## config.mk

```make
export PLATFORM = sky130hd
export DESIGN_NAME = led_command_frame_handler_unit
export DESIGN_NICKNAME = d
export VERILOG_FILES = /design/src/rtl/lcfh_pkg.sv /design/src/rtl/lcfh_frame.sv /design/src/rtl/lcfh_reply.sv /design/src/rtl/led_command_frame_handler_unit.sv
export SDC_FILE = /design/constraint.sdc
export NUM_CORES = 1
export LEC_CHECK = 0
export BUFFER_PORTS_ARGS = -buffer_cell sky130_fd_sc_hd__buf_4
export CAP_MARGIN = 20
export CORE_ASPECT_RATIO = 1.2
export CORE_UTILIZATION = 56
export DETAILED_ROUTE_END_ITERATION = 7
export GPL_TIMING_DRIVEN = 0
export PLACE_DENSITY_LB_ADDON = 0.12
export REMOVE_ABC_BUFFERS = 1
export SETUP_SLACK_MARGIN = 0.05
export SYNTH_ARGS = -nofsm -noshare
export SYNTH_HDL_FRONTEND = slang
export SYNTH_SLANG_ARGS = --single-unit
```

## constraint.sdc

```tcl
create_clock -name clk -period 9.1 [get_ports clk]
set_input_delay 0.91 -clock clk [delete_from_list [all_inputs] [get_ports clk]]
set_output_delay 0.91 -clock clk [all_outputs]
set_load 0.1 [all_outputs]
```

## src/rtl/lcfh_pkg.sv

```systemverilog
`timescale 1ns / 1ps

package lcfh_pkg;

    typedef logic [7:0] level_t;

    // Kind of an input item, carried on the slave-side tuser.
    typedef enum logic
    {
        ACT_BYTE = 1'b0,
        ACT_IDLE = 1'b1
    } action_t;

    localparam level_t RX_START_CODE = 8'h0C;
    localparam level_t RX_END_CODE   = 8'h0A;
    localparam level_t TX_START_CODE = 8'h1C;
    localparam level_t TX_END_CODE   = 8'h1A;

    // Width of the frame byte counter, which stops at 256; later bytes are dropped.
    localparam int unsigned COUNT_W = 9;

endpackage

```

## src/rtl/lcfh_frame.sv

```systemverilog
`timescale 1ns / 1ps

module lcfh_frame #(
    parameter int unsigned NUM_LEDS = 3
) (
    input  logic                                clk,
    input  logic                                rst_n,
    input  logic                                s_tvalid,
    output logic                                s_tready,
    input  logic [7:0]                          s_tdata,
    input  lcfh_pkg::action_t                   s_tuser,
    input  logic                                reply_busy,
    output logic                                reply_start,
    output logic [NUM_LEDS-1:0][7:0]            led_levels
);
    import lcfh_pkg::*;

    localparam int unsigned LED_W = (NUM_LEDS > 1) ? $clog2(NUM_LEDS) : 1;

    logic                         in_valid_reg;
    action_t                      in_action_reg;
    level_t                       in_byte_reg;
    logic                         advance;

    logic [COUNT_W-1:0]           count_reg, count_next;
    level_t                       sum_reg, sum_next;
    level_t                       first_reg, first_next;
    level_t                       len_reg, len_next;
    level_t                       last_reg, last_next;
    level_t                       second_reg, second_next;
    level_t                       pend_index_reg, pend_index_next;
    level_t                       pend_level_reg, pend_level_next;
    logic                         pend_valid_reg, pend_valid_next;
    logic [NUM_LEDS-1:0][7:0]     shadow_reg, shadow_next;
    logic [NUM_LEDS-1:0][7:0]     levels_reg, levels_next;
    logic                         frame_ok;
    level_t                       earlier_sum;

    // An end-of-frame item waits in the input register until the reply unit is free.
    assign advance  = in_valid_reg && ((in_action_reg == ACT_BYTE) || !reply_busy);
    assign s_tready = !in_valid_reg || advance;

    always_ff @(posedge clk or negedge rst_n)
    begin
        if (!rst_n)
        begin
            in_valid_reg <= 1'b0;
        end
        else if (s_tready)
        begin
            in_valid_reg <= s_tvalid;
        end
    end

    always_ff @(posedge clk)
    begin
        if (s_tready)
        begin
            in_action_reg <= s_tuser;
            in_byte_reg   <= s_tdata;
        end
    end

    assign earlier_sum = sum_reg - last_reg;
    assign frame_ok    = !count_reg[COUNT_W-1] && (count_reg >= COUNT_W'(4))
                         && (len_reg == count_reg[7:0])
                         && (first_reg == RX_START_CODE)
                         && (second_reg == RX_END_CODE)
                         && (last_reg == earlier_sum);

    always_comb
    begin
        count_next      = count_reg;
        sum_next        = sum_reg;
        first_next      = first_reg;
        len_next        = len_reg;
        last_next       = last_reg;
        second_next     = second_reg;
        pend_index_next = pend_index_reg;
        pend_level_next = pend_level_reg;
        pend_valid_next = pend_valid_reg;
        shadow_next     = shadow_reg;
        levels_next     = levels_reg;
        reply_start     = 1'b0;
        if (advance)
        begin
            if (in_action_reg == ACT_BYTE)
            begin
                if (!count_reg[COUNT_W-1])
                begin
                    if (count_reg == COUNT_W'(0))
                    begin
                        first_next = in_byte_reg;
                    end
                    else if (count_reg == COUNT_W'(1))
                    begin
                        len_next = in_byte_reg;
                    end
                    else if (!count_reg[0])
                    begin
                        if ((count_reg >= COUNT_W'(4)) && pend_valid_reg
                            && (pend_index_reg < 8'(NUM_LEDS)))
                        begin
                            shadow_next[pend_index_reg[LED_W-1:0]] = pend_level_reg;
                        end
                        pend_index_next = in_byte_reg;
                        pend_valid_next = 1'b1;
                    end
                    else
                    begin
                        pend_level_next = in_byte_reg;
                    end
                    sum_next    = sum_reg + in_byte_reg;
                    second_next = last_reg;
                    last_next   = in_byte_reg;
                    count_next  = count_reg + COUNT_W'(1);
                end
            end
            else
            begin
                // The shadow always ends up equal to the committed levels.
                if (frame_ok)
                begin
                    levels_next = shadow_reg;
                    reply_start = 1'b1;
                end
                else
                begin
                    shadow_next = levels_reg;
                end
                count_next      = '0;
                sum_next        = '0;
                first_next      = '0;
                len_next        = '0;
                last_next       = '0;
                second_next     = '0;
                pend_index_next = '0;
                pend_level_next = '0;
                pend_valid_next = 1'b0;
            end
        end
    end

    always_ff @(posedge clk or negedge rst_n)
    begin
        if (!rst_n)
        begin
            count_reg      <= '0;
            sum_reg        <= '0;
            first_reg      <= '0;
            len_reg        <= '0;
            last_reg       <= '0;
            second_reg     <= '0;
            pend_index_reg <= '0;
            pend_level_reg <= '0;
            pend_valid_reg <= 1'b0;
            shadow_reg     <= '0;
            levels_reg     <= '0;
        end
        else
        begin
            count_reg      <= count_next;
            sum_reg        <= sum_next;
            first_reg      <= first_next;
            len_reg        <= len_next;
            last_reg       <= last_next;
            second_reg     <= second_next;
            pend_index_reg <= pend_index_next;
            pend_level_reg <= pend_level_next;
            pend_valid_reg <= pend_valid_next;
            shadow_reg     <= shadow_next;
            levels_reg     <= levels_next;
        end
    end

    assign led_levels = levels_reg;

endmodule

```

## src/rtl/lcfh_reply.sv

```systemverilog
`timescale 1ns / 1ps

module lcfh_reply #(
    parameter int unsigned NUM_LEDS = 3
) (
    input  logic                        clk,
    input  logic                        rst_n,
    input  logic                        reply_start,
    input  logic [NUM_LEDS-1:0][7:0]    led_levels,
    output logic                        reply_busy,
    output logic                        m_tvalid,
    input  logic                        m_tready,
    output logic [15:0]                 m_tdata,
    output logic                        m_tlast
);
    import lcfh_pkg::*;

    localparam int unsigned REPLY_LEN = 2 * NUM_LEDS + 4;
    localparam int unsigned IDX_W     = $clog2(REPLY_LEN);
    localparam int unsigned LED_W     = (NUM_LEDS > 1) ? $clog2(NUM_LEDS) : 1;
    localparam logic [IDX_W-1:0] LAST_IDX = IDX_W'(REPLY_LEN - 1);
    localparam logic [IDX_W-1:0] END_IDX  = IDX_W'(REPLY_LEN - 2);

    logic                 active_reg, active_next;
    logic [IDX_W-1:0]     idx_reg, idx_next;
    level_t               sum_reg, sum_next;
    logic                 out_valid_reg, out_valid_next;
    level_t               out_byte_reg, out_byte_next;
    logic                 out_last_reg, out_last_next;
    logic [2:0]           out_mask_reg, out_mask_next;
    logic                 load;
    logic [IDX_W-1:0]     lane;
    level_t               cur_byte;
    level_t               lane_level;
    logic [2:0]           cur_mask;

    assign load = active_reg && (!out_valid_reg || m_tready);
    assign lane = (idx_reg >> 1) - IDX_W'(1);

    always_comb
    begin
        lane_level = '0;
        if (lane < IDX_W'(NUM_LEDS))
        begin
            lane_level = led_levels[lane[LED_W-1:0]];
        end
    end

    always_comb
    begin
        if (idx_reg == IDX_W'(0))
        begin
            cur_byte = TX_START_CODE;
        end
        else if (idx_reg == IDX_W'(1))
        begin
            cur_byte = 8'(REPLY_LEN);
        end
        else if (idx_reg == END_IDX)
        begin
            cur_byte = TX_END_CODE;
        end
        else if (idx_reg == LAST_IDX)
        begin
            cur_byte = sum_reg;
        end
        else if (!idx_reg[0])
        begin
            cur_byte = 8'(lane);
        end
        else
        begin
            cur_byte = lane_level;
        end
    end

    always_comb
    begin
        cur_mask = '0;
        for (int i = 0; i < 3 && i < NUM_LEDS; i++)
        begin
            cur_mask[i] = |led_levels[i];
        end
    end

    always_comb
    begin
        active_next    = active_reg;
        idx_next       = idx_reg;
        sum_next       = sum_reg;
        out_valid_next = out_valid_reg;
        out_byte_next  = out_byte_reg;
        out_last_next  = out_last_reg;
        out_mask_next  = out_mask_reg;
        if (out_valid_reg && m_tready)
        begin
            out_valid_next = 1'b0;
        end
        if (reply_start)
        begin
            active_next = 1'b1;
            idx_next    = '0;
            sum_next    = '0;
        end
        else if (load)
        begin
            out_valid_next = 1'b1;
            out_byte_next  = cur_byte;
            out_last_next  = (idx_reg == LAST_IDX);
            out_mask_next  = cur_mask;
            sum_next       = sum_reg + cur_byte;
            idx_next       = idx_reg + IDX_W'(1);
            if (idx_reg == LAST_IDX)
            begin
                active_next = 1'b0;
            end
        end
    end

    always_ff @(posedge clk or negedge rst_n)
    begin
        if (!rst_n)
        begin
            active_reg    <= 1'b0;
            idx_reg       <= '0;
            sum_reg       <= '0;
            out_valid_reg <= 1'b0;
        end
        else
        begin
            active_reg    <= active_next;
            idx_reg       <= idx_next;
            sum_reg       <= sum_next;
            out_valid_reg <= out_valid_next;
        end
    end

    always_ff @(posedge clk)
    begin
        out_byte_reg <= out_byte_next;
        out_last_reg <= out_last_next;
        out_mask_reg <= out_mask_next;
    end

    assign reply_busy = active_reg;
    assign m_tvalid   = out_valid_reg;
    assign m_tdata    = {5'b0, out_mask_reg, out_byte_reg};
    assign m_tlast    = out_last_reg;

endmodule

```

## src/rtl/led_command_frame_handler_unit.sv

```systemverilog
`timescale 1ns / 1ps

// Channel  | Direction | Signals                      | Contents
// ---------+-----------+------------------------------+--------------------------------------
// s_       | in        | tvalid tready tdata tuser    | tdata: rx_byte; tuser: action
// m_       | out       | tvalid tready tdata tlast    | tdata: tx_byte, led_on_mask; tlast
//
// A received byte is taken every cycle while no end-of-frame item waits at the input, and
// reaches the state in the next cycle. An end-of-frame item on a valid frame yields a reply of
// 2*NUM_LEDS+4 items, one per cycle from the reply counter unless m_tready stalls; the next
// end-of-frame item waits until that counter is done. Items leave through the output register.
// rst_n clears the frame state and all LED levels at once; no clearing pass is needed.
// A stall on m_tready holds the output register and the reply counter; received bytes keep
// flowing until a following end-of-frame item, which waits at the input with the bytes behind it.
module led_command_frame_handler_unit #(
    parameter int unsigned NUM_LEDS = 3
) (
    input  logic               clk,
    input  logic               rst_n,
    input  logic               s_tvalid,
    output logic               s_tready,
    input  logic [7:0]         s_tdata,    // [7:0] rx_byte
    input  lcfh_pkg::action_t  s_tuser,    // [0] action
    output logic               m_tvalid,
    input  logic               m_tready,
    output logic [15:0]        m_tdata,    // [7:0] tx_byte, [10:8] led_on_mask, [15:11] zero
    output logic               m_tlast
);
    import lcfh_pkg::*;

    logic                        reply_busy;
    logic                        reply_start;
    logic [NUM_LEDS-1:0][7:0]    led_levels;

    lcfh_frame #(
        .NUM_LEDS (NUM_LEDS)
    ) u_frame (
        .clk         (clk),
        .rst_n       (rst_n),
        .s_tvalid    (s_tvalid),
        .s_tready    (s_tready),
        .s_tdata     (s_tdata),
        .s_tuser     (s_tuser),
        .reply_busy  (reply_busy),
        .reply_start (reply_start),
        .led_levels  (led_levels)
    );

    lcfh_reply #(
        .NUM_LEDS (NUM_LEDS)
    ) u_reply (
        .clk         (clk),
        .rst_n       (rst_n),
        .reply_start (reply_start),
        .led_levels  (led_levels),
        .reply_busy  (reply_busy),
        .m_tvalid    (m_tvalid),
        .m_tready    (m_tready),
        .m_tdata     (m_tdata),
        .m_tlast     (m_tlast)
    );

endmodule

```

==> results.cfg, run 1 <==
[global_routing]
grt-ovfl-total = 0
antenna_found_initial = 0
grt_pass1_vias = 5738
grt_first_pass_wirelength_um = 30000
grt_max_degree = 74
grt_usage = 0.264

[floorplanning]
core_mm2 = 0.0138
start_util = 0.573
fp.dieW_um = 111
io_pins = 32
dieArea_mm2 = 0.0146
fp-row-count = 47
die_h_um = 132

[sta]
slew_headroom = 0.298
min_period_over_period = 0.500
setup_viol = 0
hold_viol_final = 0
fin_tns_setup_ns = 0
rsz0062_at_grt = no
worst_pin_slew_ns = 1.05
slew_violations = 0
min_period_ns = 4.55
skew_ns = 0.00621
fmax_mhz = 220

[logic_synthesis]
synth.distinct_cells = 66
synthCells = 736
synth-seq-area-share = 0.487
synth_top_flop_cell = dfrtp_1
syn_avg_cell_area_um2 = 10.8
synth-warning-count = 0
synth-edff-count = 21
syn_area_mm2 = 0.00792
synthArstFlopShare = 0.860
ys_seq_elements = 150

[place]
port_buffers = 26
gp_congestion = 0.855
dp_hpwl_um = 12600

[clock_tree]
cts_hold_buf = 0
cts_tree = done
htreeDepth = 4
clockRootBuffer = clkbuf_16
cts_resized = 0
cts_setup_buffers = 0
clk_pin_slew_worst_paths_ns = 0.06
clock_latency_ns = 0.43
clock_sinks = 150
cts_buffers = 17
clock_path_buffers = 2

[pwr]
power.total_w = 0.00306
leakagePower_nw = 4.11
peakVddDrop_mv = 0.211
p_per_area_mw_per_mm2 = 345

[status]
status = finished, final reports clean

[setup_path]
cp_data_required_time_ns = 9.41
critPathMaxFanout = 13
endpoint_kind = register
critical_path_arrival_ns = 4.87
startpoint_type = register
critical_path_class = register to register

[route]
via_per_inst = 6.09
vias = 5739
drt_iter0_drc = 396
ant_nets = 0
drt_wl_total_um = 18100
dr.pass1.iters = 4
drc_errors = 0
wl_per_cell_um = 19.2

[cells_and_area]
fillCellCount = 1102
syn_to_final_growth_pct = 12.1
post-route-util = 0.643
diodes = 0
nets = 804
final_layout_size_suffix_gt1_frac = 0.156

[min_path]
worst_hold_path_type = input pin to asynchronous set/reset pin

[flow_run]
timing.max_cap.violations = 0
final cells by class:
| type | instances | area (um2) | share of cell area |
|---|---|---|---|
| Inverter | 26 | 97.6 | 0.0110 |
| Multi-Input combinational cell | 532 | 3820 | 0.430 |
| Sequential cell | 150 | 3860 | 0.434 |
| Timing Repair Buffer | 31 | 292 | 0.0328 |
| Clock inverter | 9 | 88.8 | 0.0100 |
| Tap cell | 171 | 214 | 0.0241 |
| Clock buffer | 23 | 510 | 0.0575 |
cell usage in the layout, fill, tap and decap left out, types with 4 or more instances in the layout:
| cell type | synthesis | layout |
|---|---|---|
| dfrtp_1 | 129 | 129 |
| a22o_1 | 22 | 22 |
| ha_1 | 30 | 30 |
| mux2i_1 | 24 | 24 |
| a21o_1 | 7 | 7 |
| xor2_1 | 11 | 11 |
| xnor2_1 | 23 | 23 |
| or3_1 | 5 | 5 |
| and3_1 | 5 | 5 |
| a21oi_1 | 32 | 32 |
| conb_1 | 1 | 5 |
| nor4b_1 | 4 | 4 |
| nor2b_1 | 16 | 16 |
| inv_1 | 23 | 23 |
| nor4_1 | 9 | 9 |
| o21ai_0 | 41 | 41 |
| edfxtp_1 | 21 | 21 |
| a31o_2 | 10 | 10 |
| a221o_1 | 22 | 22 |
| mux2_4 | 19 | 19 |
| clkbuf_16 | 0 | 19 |
| nor3b_1 | 5 | 5 |
| nand2b_1 | 11 | 11 |
| nand3_1 | 16 | 16 |
| nor2_1 | 60 | 58 |
| nand2_1 | 65 | 65 |
| nor3_1 | 12 | 12 |
| mux2_2 | 19 | 19 |
| nand4_1 | 9 | 9 |
| buf_4 | 5 | 26 |
kinds of logic (layout without fill, tap and decap cells):
logic type / count (synthesis) / in the layout / synth area share
buf+inv: 58 / 89 / 0.0330
other cells: 1 / 5 / 0.000473
simple gates: 231 / 231 / 0.144
flops: 150 / 150 / 0.487
compound gates: 167 / 167 / 0.149
xor+xnor: 34 / 34 / 0.0376
mux: 62 / 62 / 0.0934
fa+ha+maj: 33 / 33 / 0.0550
cell usage after synthesis, types with 10 or more instances:
library cell | n | area share
nor2_1 | 60 | 0.028
mux2_2 | 19 | 0.027
nand3_1 | 16 | 0.010
edfxtp_1 | 21 | 0.080
xor2_1 | 11 | 0.012
mux2_4 | 19 | 0.036
o21ai_0 | 41 | 0.026
inv_1 | 23 | 0.011
nand2_1 | 65 | 0.031
ha_1 | 30 | 0.047
mux2i_1 | 24 | 0.030
a22o_1 | 22 | 0.024
a21oi_1 | 32 | 0.020
nor3_1 | 12 | 0.0076
clkbuf_1 | 15 | 0.0071
a31o_2 | 10 | 0.011
xnor2_1 | 23 | 0.025
nor2b_1 | 16 | 0.013
a221o_1 | 22 | 0.028
nand2b_1 | 11 | 0.0087
dfrtp_1 | 129 | 0.41
metal layers:
layer,global-route usage,vias to the layer above,share of wire
li1,-,2725,-
met1,0.326,2884,0.42
met2,0.467,108,0.53
met3,0.0418,22,0.029
met4,0.0948,0,0.016
met5,0,-,0
critical path, stage by stage (launching register included):
cell	delay, ns
dfrtp_1	0.52
clkinv_1	0.38
ha_1	0.33
or2_2	0.28
o21ai_1	0.38
nand2b_1	0.17
o21ai_0	0.24
a31oi_1	0.11
a21oi_1	0.32
ha_1	0.30
a21oi_1	0.15
nor2b_1	0.07
o31a_1	0.27
o41ai_1	0.40
xnor2_1	0.20
mux2i_1	0.10
a31o_2	0.22
report_power, final:
| part | switching (W) | internal [W] |
|---|---|---|
| clock | 0.000280 | 0.000425 |
| sequential | 0.000186 | 0.000890 |
| combinational | 0.000758 | 0.000522 |
per-stage QoR:
stage / instances / worst slack [ns] / hold WS, ns / cell area [um2]
CTS: 941 / 4.54 / 0.466 / 8870
global placement: 905 / 4.64 / 0.479 / 8180
finish: 942 / 4.55 / 0.441 / 8880
global route: 942 / 4.21 / 0.494 / 8880
detailed placement: 909 / 4.61 / 0.490 / 8270
floorplan: 708 / 5.32 / 0.466 / 7770
path summary, 6_finish.rpt:
check | to | cells past startpoint | start | slack (ns)
hold / removal | u_reply.sum_reg[6]$_DFFE_PN0P_ | 1 | rst_n | 0.44
max in group asynchronous | u_frame.last_reg[4]$_DFFE_PN0P_ | 2 | rst_n | 7.92
min in group clk | u_frame.pend_level_reg[2]$_DFFE_PN0P_ | 1 | u_frame.pend_level_reg[2]$_DFFE_PN0P_ | 0.51
setup reg to reg | u_reply.sum_reg[7]$_DFFE_PN0P_ | 16 | u_reply.idx_reg[1]$_DFFE_PN0P_ | 4.55
setup / recovery | u_reply.sum_reg[7]$_DFFE_PN0P_ | 16 | u_reply.idx_reg[1]$_DFFE_PN0P_ | 4.55
hold reg to reg | u_frame.pend_level_reg[2]$_DFFE_PN0P_ | 1 | u_frame.pend_level_reg[2]$_DFFE_PN0P_ | 0.51
Power figures use the tool's default switching activity.
==> run 2, diff against run 1 <==
==> constraint.sdc (replaced) <==
create_clock -name clk -period 4.15 [get_ports clk]
set_input_delay 0.415 -clock clk [delete_from_list [all_inputs] [get_ports clk]]
set_output_delay 0.415 -clock clk [all_outputs]
set_load 0.1 [all_outputs]
==> results.cfg, run 2 (synthesis results as in run 1) <==
[place]
place_ws_ns = -0.343
gp_congestion = 0.855
dp_hpwl_um = 12600
dpl_cell_area_mm2 = 0.00827
numPlacedInstances = 909
port_buffers = 26

[cells_and_area]
final_layout_size_suffix_gt1_frac = 0.165
final_common_cell = dfrtp_1
instances_no_fill = 943
fillCellCount = 1101
layout_common_cells = dfrtp_1, nand2_1, nor2_1
nets = 805
post-route-util = 0.647
diodes = 0
stdcell_area_mm2 = 0.00894
syn_to_final_growth_pct = 12.8

[route]
vias = 5756
ant_nets = 0
wl_per_cell_um = 19.3
drc_errors = 0
via_per_inst = 6.10
drt_iter0_drc = 400
dr.pass1.iters = 5
drt_wl_total_um = 18200

[floorplanning]
core_mm2 = 0.0138
fp.dieW_um = 111
die_h_um = 132
io_pins = 32
dieArea_mm2 = 0.0146
start_util = 0.573
fp-row-count = 47

[clock_tree]
cts_buffers = 17
cts_setup_buffers = 0
clock_path_buffers = 2
htreeDepth = 4
clockRootBuffer = clkbuf_16
clk_pin_slew_worst_paths_ns = 0.06
cts_tree = done
clock_latency_ns = 0.43
clock_sinks = 150

[sta]
min_period_ns = 3.80
fmax_mhz = 263
fin_tns_setup_ns = 0
rsz0062_at_grt = no
worst_pin_slew_ns = 1.07
slew_headroom = 0.283
hold_viol_final = 0
slew_violations = 0
skew_ns = 0.00938
min_period_over_period = 0.916
setup_viol = 0
setup_ws_ns = 0.348

[global_routing]
grt-ovfl-total = 0
grt_max_degree = 74
antenna_found_initial = 0
grt_usage = 0.265
grt_pass1_vias = 5748
grt_first_pass_wirelength_um = 30100

[pwr]
power.internal_w = 0.00407
switching_share = 0.401
switchingPower_w = 0.00272
combPwrFrac = 0.423
peakVddDrop_mv = 0.459
p_seq_frac = 0.349
p_per_area_mw_per_mm2 = 759
leakagePower_nw = 4.13
clkPwrFrac = 0.228

[setup_path]
crit_path_max_incr_delay_ns = 0.47
critical_path_class = register to register
cp_slowest_cell = dfrtp_2
cp_top_family = compound AO/OA/AOI/OAI gates
endpoint_kind = register
cpMostUsedCell = mux2i_1
worstRegToRegCells = 15
cp.depth = 15
cp_cell_sequence = inv_1 -> ha_4 -> mux2i_1 -> nor2_1 -> a21oi_1 -> nor3_1 -> a311oi_1 -> o21ai_0 -> ha_1 -> nor2b_1 -> o31a_1 -> o41ai_2 -> xnor2_1 -> mux2i_1 -> a31o_2
startpoint_type = register
r2r_slack_ns = 0.35
cp_data_required_time_ns = 4.47
timing.rr.start = u_reply.idx_reg[2]$_DFFE_PN0P_
critPathMaxFanout = 12
critical_path_arrival_ns = 4.12
r2r_end = u_reply.sum_reg[7]$_DFFE_PN0P_
cp_num_buf_inv = 1

[min_path]
worst_hold_path_type = input pin to register
whs_path_depth = 1
hold_path_end = u_frame.in_byte_reg[7]$_DFFE_PP_
hold_start = s_tdata[7]

[status]
status = finished, final reports clean

[flow_run]
timing.max_cap.violations = 0
==> run 2: worst max path at each step <==
stage / startpoint / end / slack, ns
3_5_place_dp: u_reply.idx_reg[1]$_DFFE_PN0P_ / u_reply.sum_reg[7]$_DFFE_PN0P_ / -0.34
4_1_cts: u_reply.idx_reg[2]$_DFFE_PN0P_ / u_reply.sum_reg[7]$_DFFE_PN0P_ / 0.1
6_report: u_reply.idx_reg[2]$_DFFE_PN0P_ / u_reply.sum_reg[7]$_DFFE_PN0P_ / 0.35
3_3_place_gp: u_frame.in_action_reg$_DFFE_PP_ / u_frame.led_levels[2]$_DFFE_PN0P_ / -0.31
5_1_grt: u_reply.idx_reg[2]$_DFFE_PN0P_ / u_reply.sum_reg[7]$_DFFE_PN0P_ / 0.12
2_1_floorplan: u_reply.idx_reg[1]$_DFFE_PN0P_ / u_reply.sum_reg[7]$_DFFE_PN0P_ / 0.37
==> run 2: per-stage QoR <==
stage,hold slack [ns],total power [W]
after global routing,0.147,0.00721
after global placement,0.479,0.00503
after CTS,0.147,0.00676
after floorplan,0.119,0.00447
after detailed placement,0.418,0.00515
final,0.159,0.00679
==> run 2: layer usage <==
layer	up-vias	routed length (um)	track usage
met5	-	0	0
met4	0	298	0.100
met3	24	563	0.0414
met2	113	9610	0.465
met1	2895	7730	0.329
li1	2724	-	-
==> run 2: timing repair <==
action	in CTS	in global routing
setup endpoints to repair	3	2
cloned	0	0
endpoints found under the hold margin	56	0
gates resized for setup	6	5
hold buffers	1	0
pin swaps	0	0
==> run 2: final cells by class <==
cell class	instances	area (um2)	share of cell area
well taps	171	214	0.0239
clock inverters	9	88.8	0.00994
multi-input cells	532	3860	0.432
clock buffers	23	510	0.0571
flip-flops and latches	150	3860	0.432
inverters	26	100	0.0112
repair buffers	32	302	0.0337
==> run 2: power groups by stage <==
stage / sequential, W / clock, W / combinational [W]
after global placement: 0.00236 / 0 / 0.00267
after CTS: 0.00236 / 0.00157 / 0.00284
after global routing: 0.00243 / 0.00162 / 0.00316
after floorplan: 0.00251 / 0 / 0.00197
final: 0.00237 / 0.00155 / 0.00287
after detailed placement: 0.00238 / 0 / 0.00277
==> run 3, diff against run 2 <==
==> constraint.sdc (replaced) <==
create_clock -name clk -period 3.1 [get_ports clk]
set_input_delay 0.31 -clock clk [delete_from_list [all_inputs] [get_ports clk]]
set_output_delay 0.31 -clock clk [all_outputs]
set_load 0.1 [all_outputs]
==> results.cfg, run 3 (synthesis results as in run 1) <==
[route]
wl_per_cell_um = 19.5
drt_wl_total_um = 18700
drt_iter0_drc = 368
drc_errors = 0
vias = 5874
ant_nets = 0
dr.pass1.iters = 4
via_per_inst = 6.13

[setup_path]
startpoint_type = register
critPathMaxFanout = 6
critical_path_class = register to register
cp_data_required_time_ns = 3.42
cp_top_family = compound AO/OA/AOI/OAI gates
cp_slowest_cell = dfrtp_2
crit_path_max_incr_delay_ns = 0.41
cp_cell_sequence = clkinv_4 -> ha_4 -> mux2i_4 -> nor2_1 -> a21oi_1 -> nor3_1 -> a311oi_1 -> o21ai_1 -> ha_1 -> nor2b_4 -> o31a_1 -> o41ai_2 -> xnor2_1 -> mux2i_1 -> a31o_2
endpoint_kind = register
cp_num_buf_inv = 1
critical_path_arrival_ns = 3.73

[cells_and_area]
layout_common_cells = dfrtp_1, nand2_1, nor2_1
final_layout_size_suffix_gt1_frac = 0.211
diodes = 0
syn_to_final_growth_pct = 16.0
multi_input_area_mm2 = 0.00400
nets = 821
instances_no_fill = 959
ff_latch_area_mm2 = 0.00386
fillCellCount = 1050
final_common_cell = dfrtp_1

[global_routing]
grt_usage = 0.270
grt-ovfl-total = 0
grt_first_pass_wirelength_um = 30600
antenna_found_initial = 0
grt_max_degree = 74
grt_pass1_vias = 5904

[clock_tree]
clock_latency_ns = 0.43
htreeDepth = 4
clk_pin_slew_worst_paths_ns = 0.06
cts_buffers = 17
clockRootBuffer = clkbuf_16
clock_sinks = 150
cts_tree = done
clock_path_buffers = 2

[pwr]
p_per_area_mw_per_mm2 = 1030
leakagePower_nw = 4.22
peakVddDrop_mv = 0.657

[floorplanning]
fp.dieW_um = 111
dieArea_mm2 = 0.0146
core_mm2 = 0.0138
start_util = 0.573
fp-row-count = 47
io_pins = 32
die_h_um = 132

[sta]
slew_headroom = 0.477
min_period_ns = 3.42
setup_viol = 4
hold_viol_final = 0
min_period_over_period = 1.10
setup_ws_ns = -0.318
skew_ns = 0.00640
fin_tns_setup_ns = -0.780
slew_violations = 0
fmax_mhz = 293
rsz0062_at_grt = yes
worst_pin_slew_ns = 0.784

[place]
place_ws_ns = -1.39
gp_congestion = 0.855
dp_hpwl_um = 12600
port_buffers = 26
numPlacedInstances = 909

[flow_run]
timing.max_cap.violations = 0

[status]
violations = setup timing
status = complete, but fails checks

[min_path]
worst_hold_path_type = input pin to register
run 3: changes by cell type in the layout (fill, tap and decap cells not counted), sizes merged:
cell    change
buf        +14
inv         -1
nand2       +1
clkbuf      +1
clkinv      +1
run 3: path summary, 6_finish.rpt:
check                                                 startpoint                                    end  slack [ns]  depth (start not counted)
max                               u_reply.idx_reg[1]$_DFFE_PN0P_         u_reply.sum_reg[7]$_DFFE_PN0P_       -0.32                         15
max in group asynchronous                                  rst_n        u_frame.last_reg[5]$_DFFE_PN0P_        1.92                          3
max reg2reg                       u_reply.idx_reg[1]$_DFFE_PN0P_         u_reply.sum_reg[7]$_DFFE_PN0P_       -0.32                         15
min reg2reg                u_frame.pend_level_reg[2]$_DFFE_PN0P_  u_frame.pend_level_reg[2]$_DFFE_PN0P_        0.51                          1
min                                                   s_tdata[7]       u_frame.in_byte_reg[7]$_DFFE_PP_        0.05                          1
min in group asynchronous                                  rst_n         u_reply.sum_reg[6]$_DFFE_PN0P_        0.42                          2
run 3: layout make-up:
cell class / count / area share
multi-input combinational: 533 / 0.435
tap: 171 / 0.0233
clock inverter: 9 / 0.00967
timing repair buffer: 47 / 0.0451
sequential: 150 / 0.420
inverter: 26 / 0.0113
clock buffer: 23 / 0.0555
run 3: layer usage:
metal / part of all wire / vias to the layer above / track usage
li1: - / 2751 / -
met1: 0.42 / 2964 / 0.330
met2: 0.53 / 135 / 0.478
met3: 0.031 / 24 / 0.0423
met4: 0.018 / 0 / 0.102
met5: 0 / - / 0
run 3: per-stage QoR:
stage / utilization / hold slack (ns) / instance area, um2 / power (W)
after global placement: 0.592 / 0.479 / 8180 / 0.00674
after global routing: 0.665 / 0.0387 / 9190 / 0.0101
after CTS: 0.660 / 0.0421 / 9120 / 0.00939
after floorplan: - / 0.0144 / 7770 / 0.00599
final: 0.665 / 0.0542 / 9190 / 0.00950
after detailed placement: 0.599 / 0.313 / 8270 / 0.00690
run 3: repair_timing:
| action | CTS | global route |
|---|---|---|
| pin swaps | 18 | 8 |
| buffers inserted | 14 | 2 |
| hold endpoints to repair | 56 | 0 |
| cloned | 0 | 1 |
| gates resized for setup | 34 | 14 |
| setup endpoints to repair | 66 | 60 |
| hold buffers | 1 | 0 |
run 3: where the power goes:
group	internal (W)	total, W	switching [W]
Clock	0.00125	0.00207	0.000828
Sequential	0.00262	0.00315	0.000534
Combinational	0.00183	0.00428	0.00245
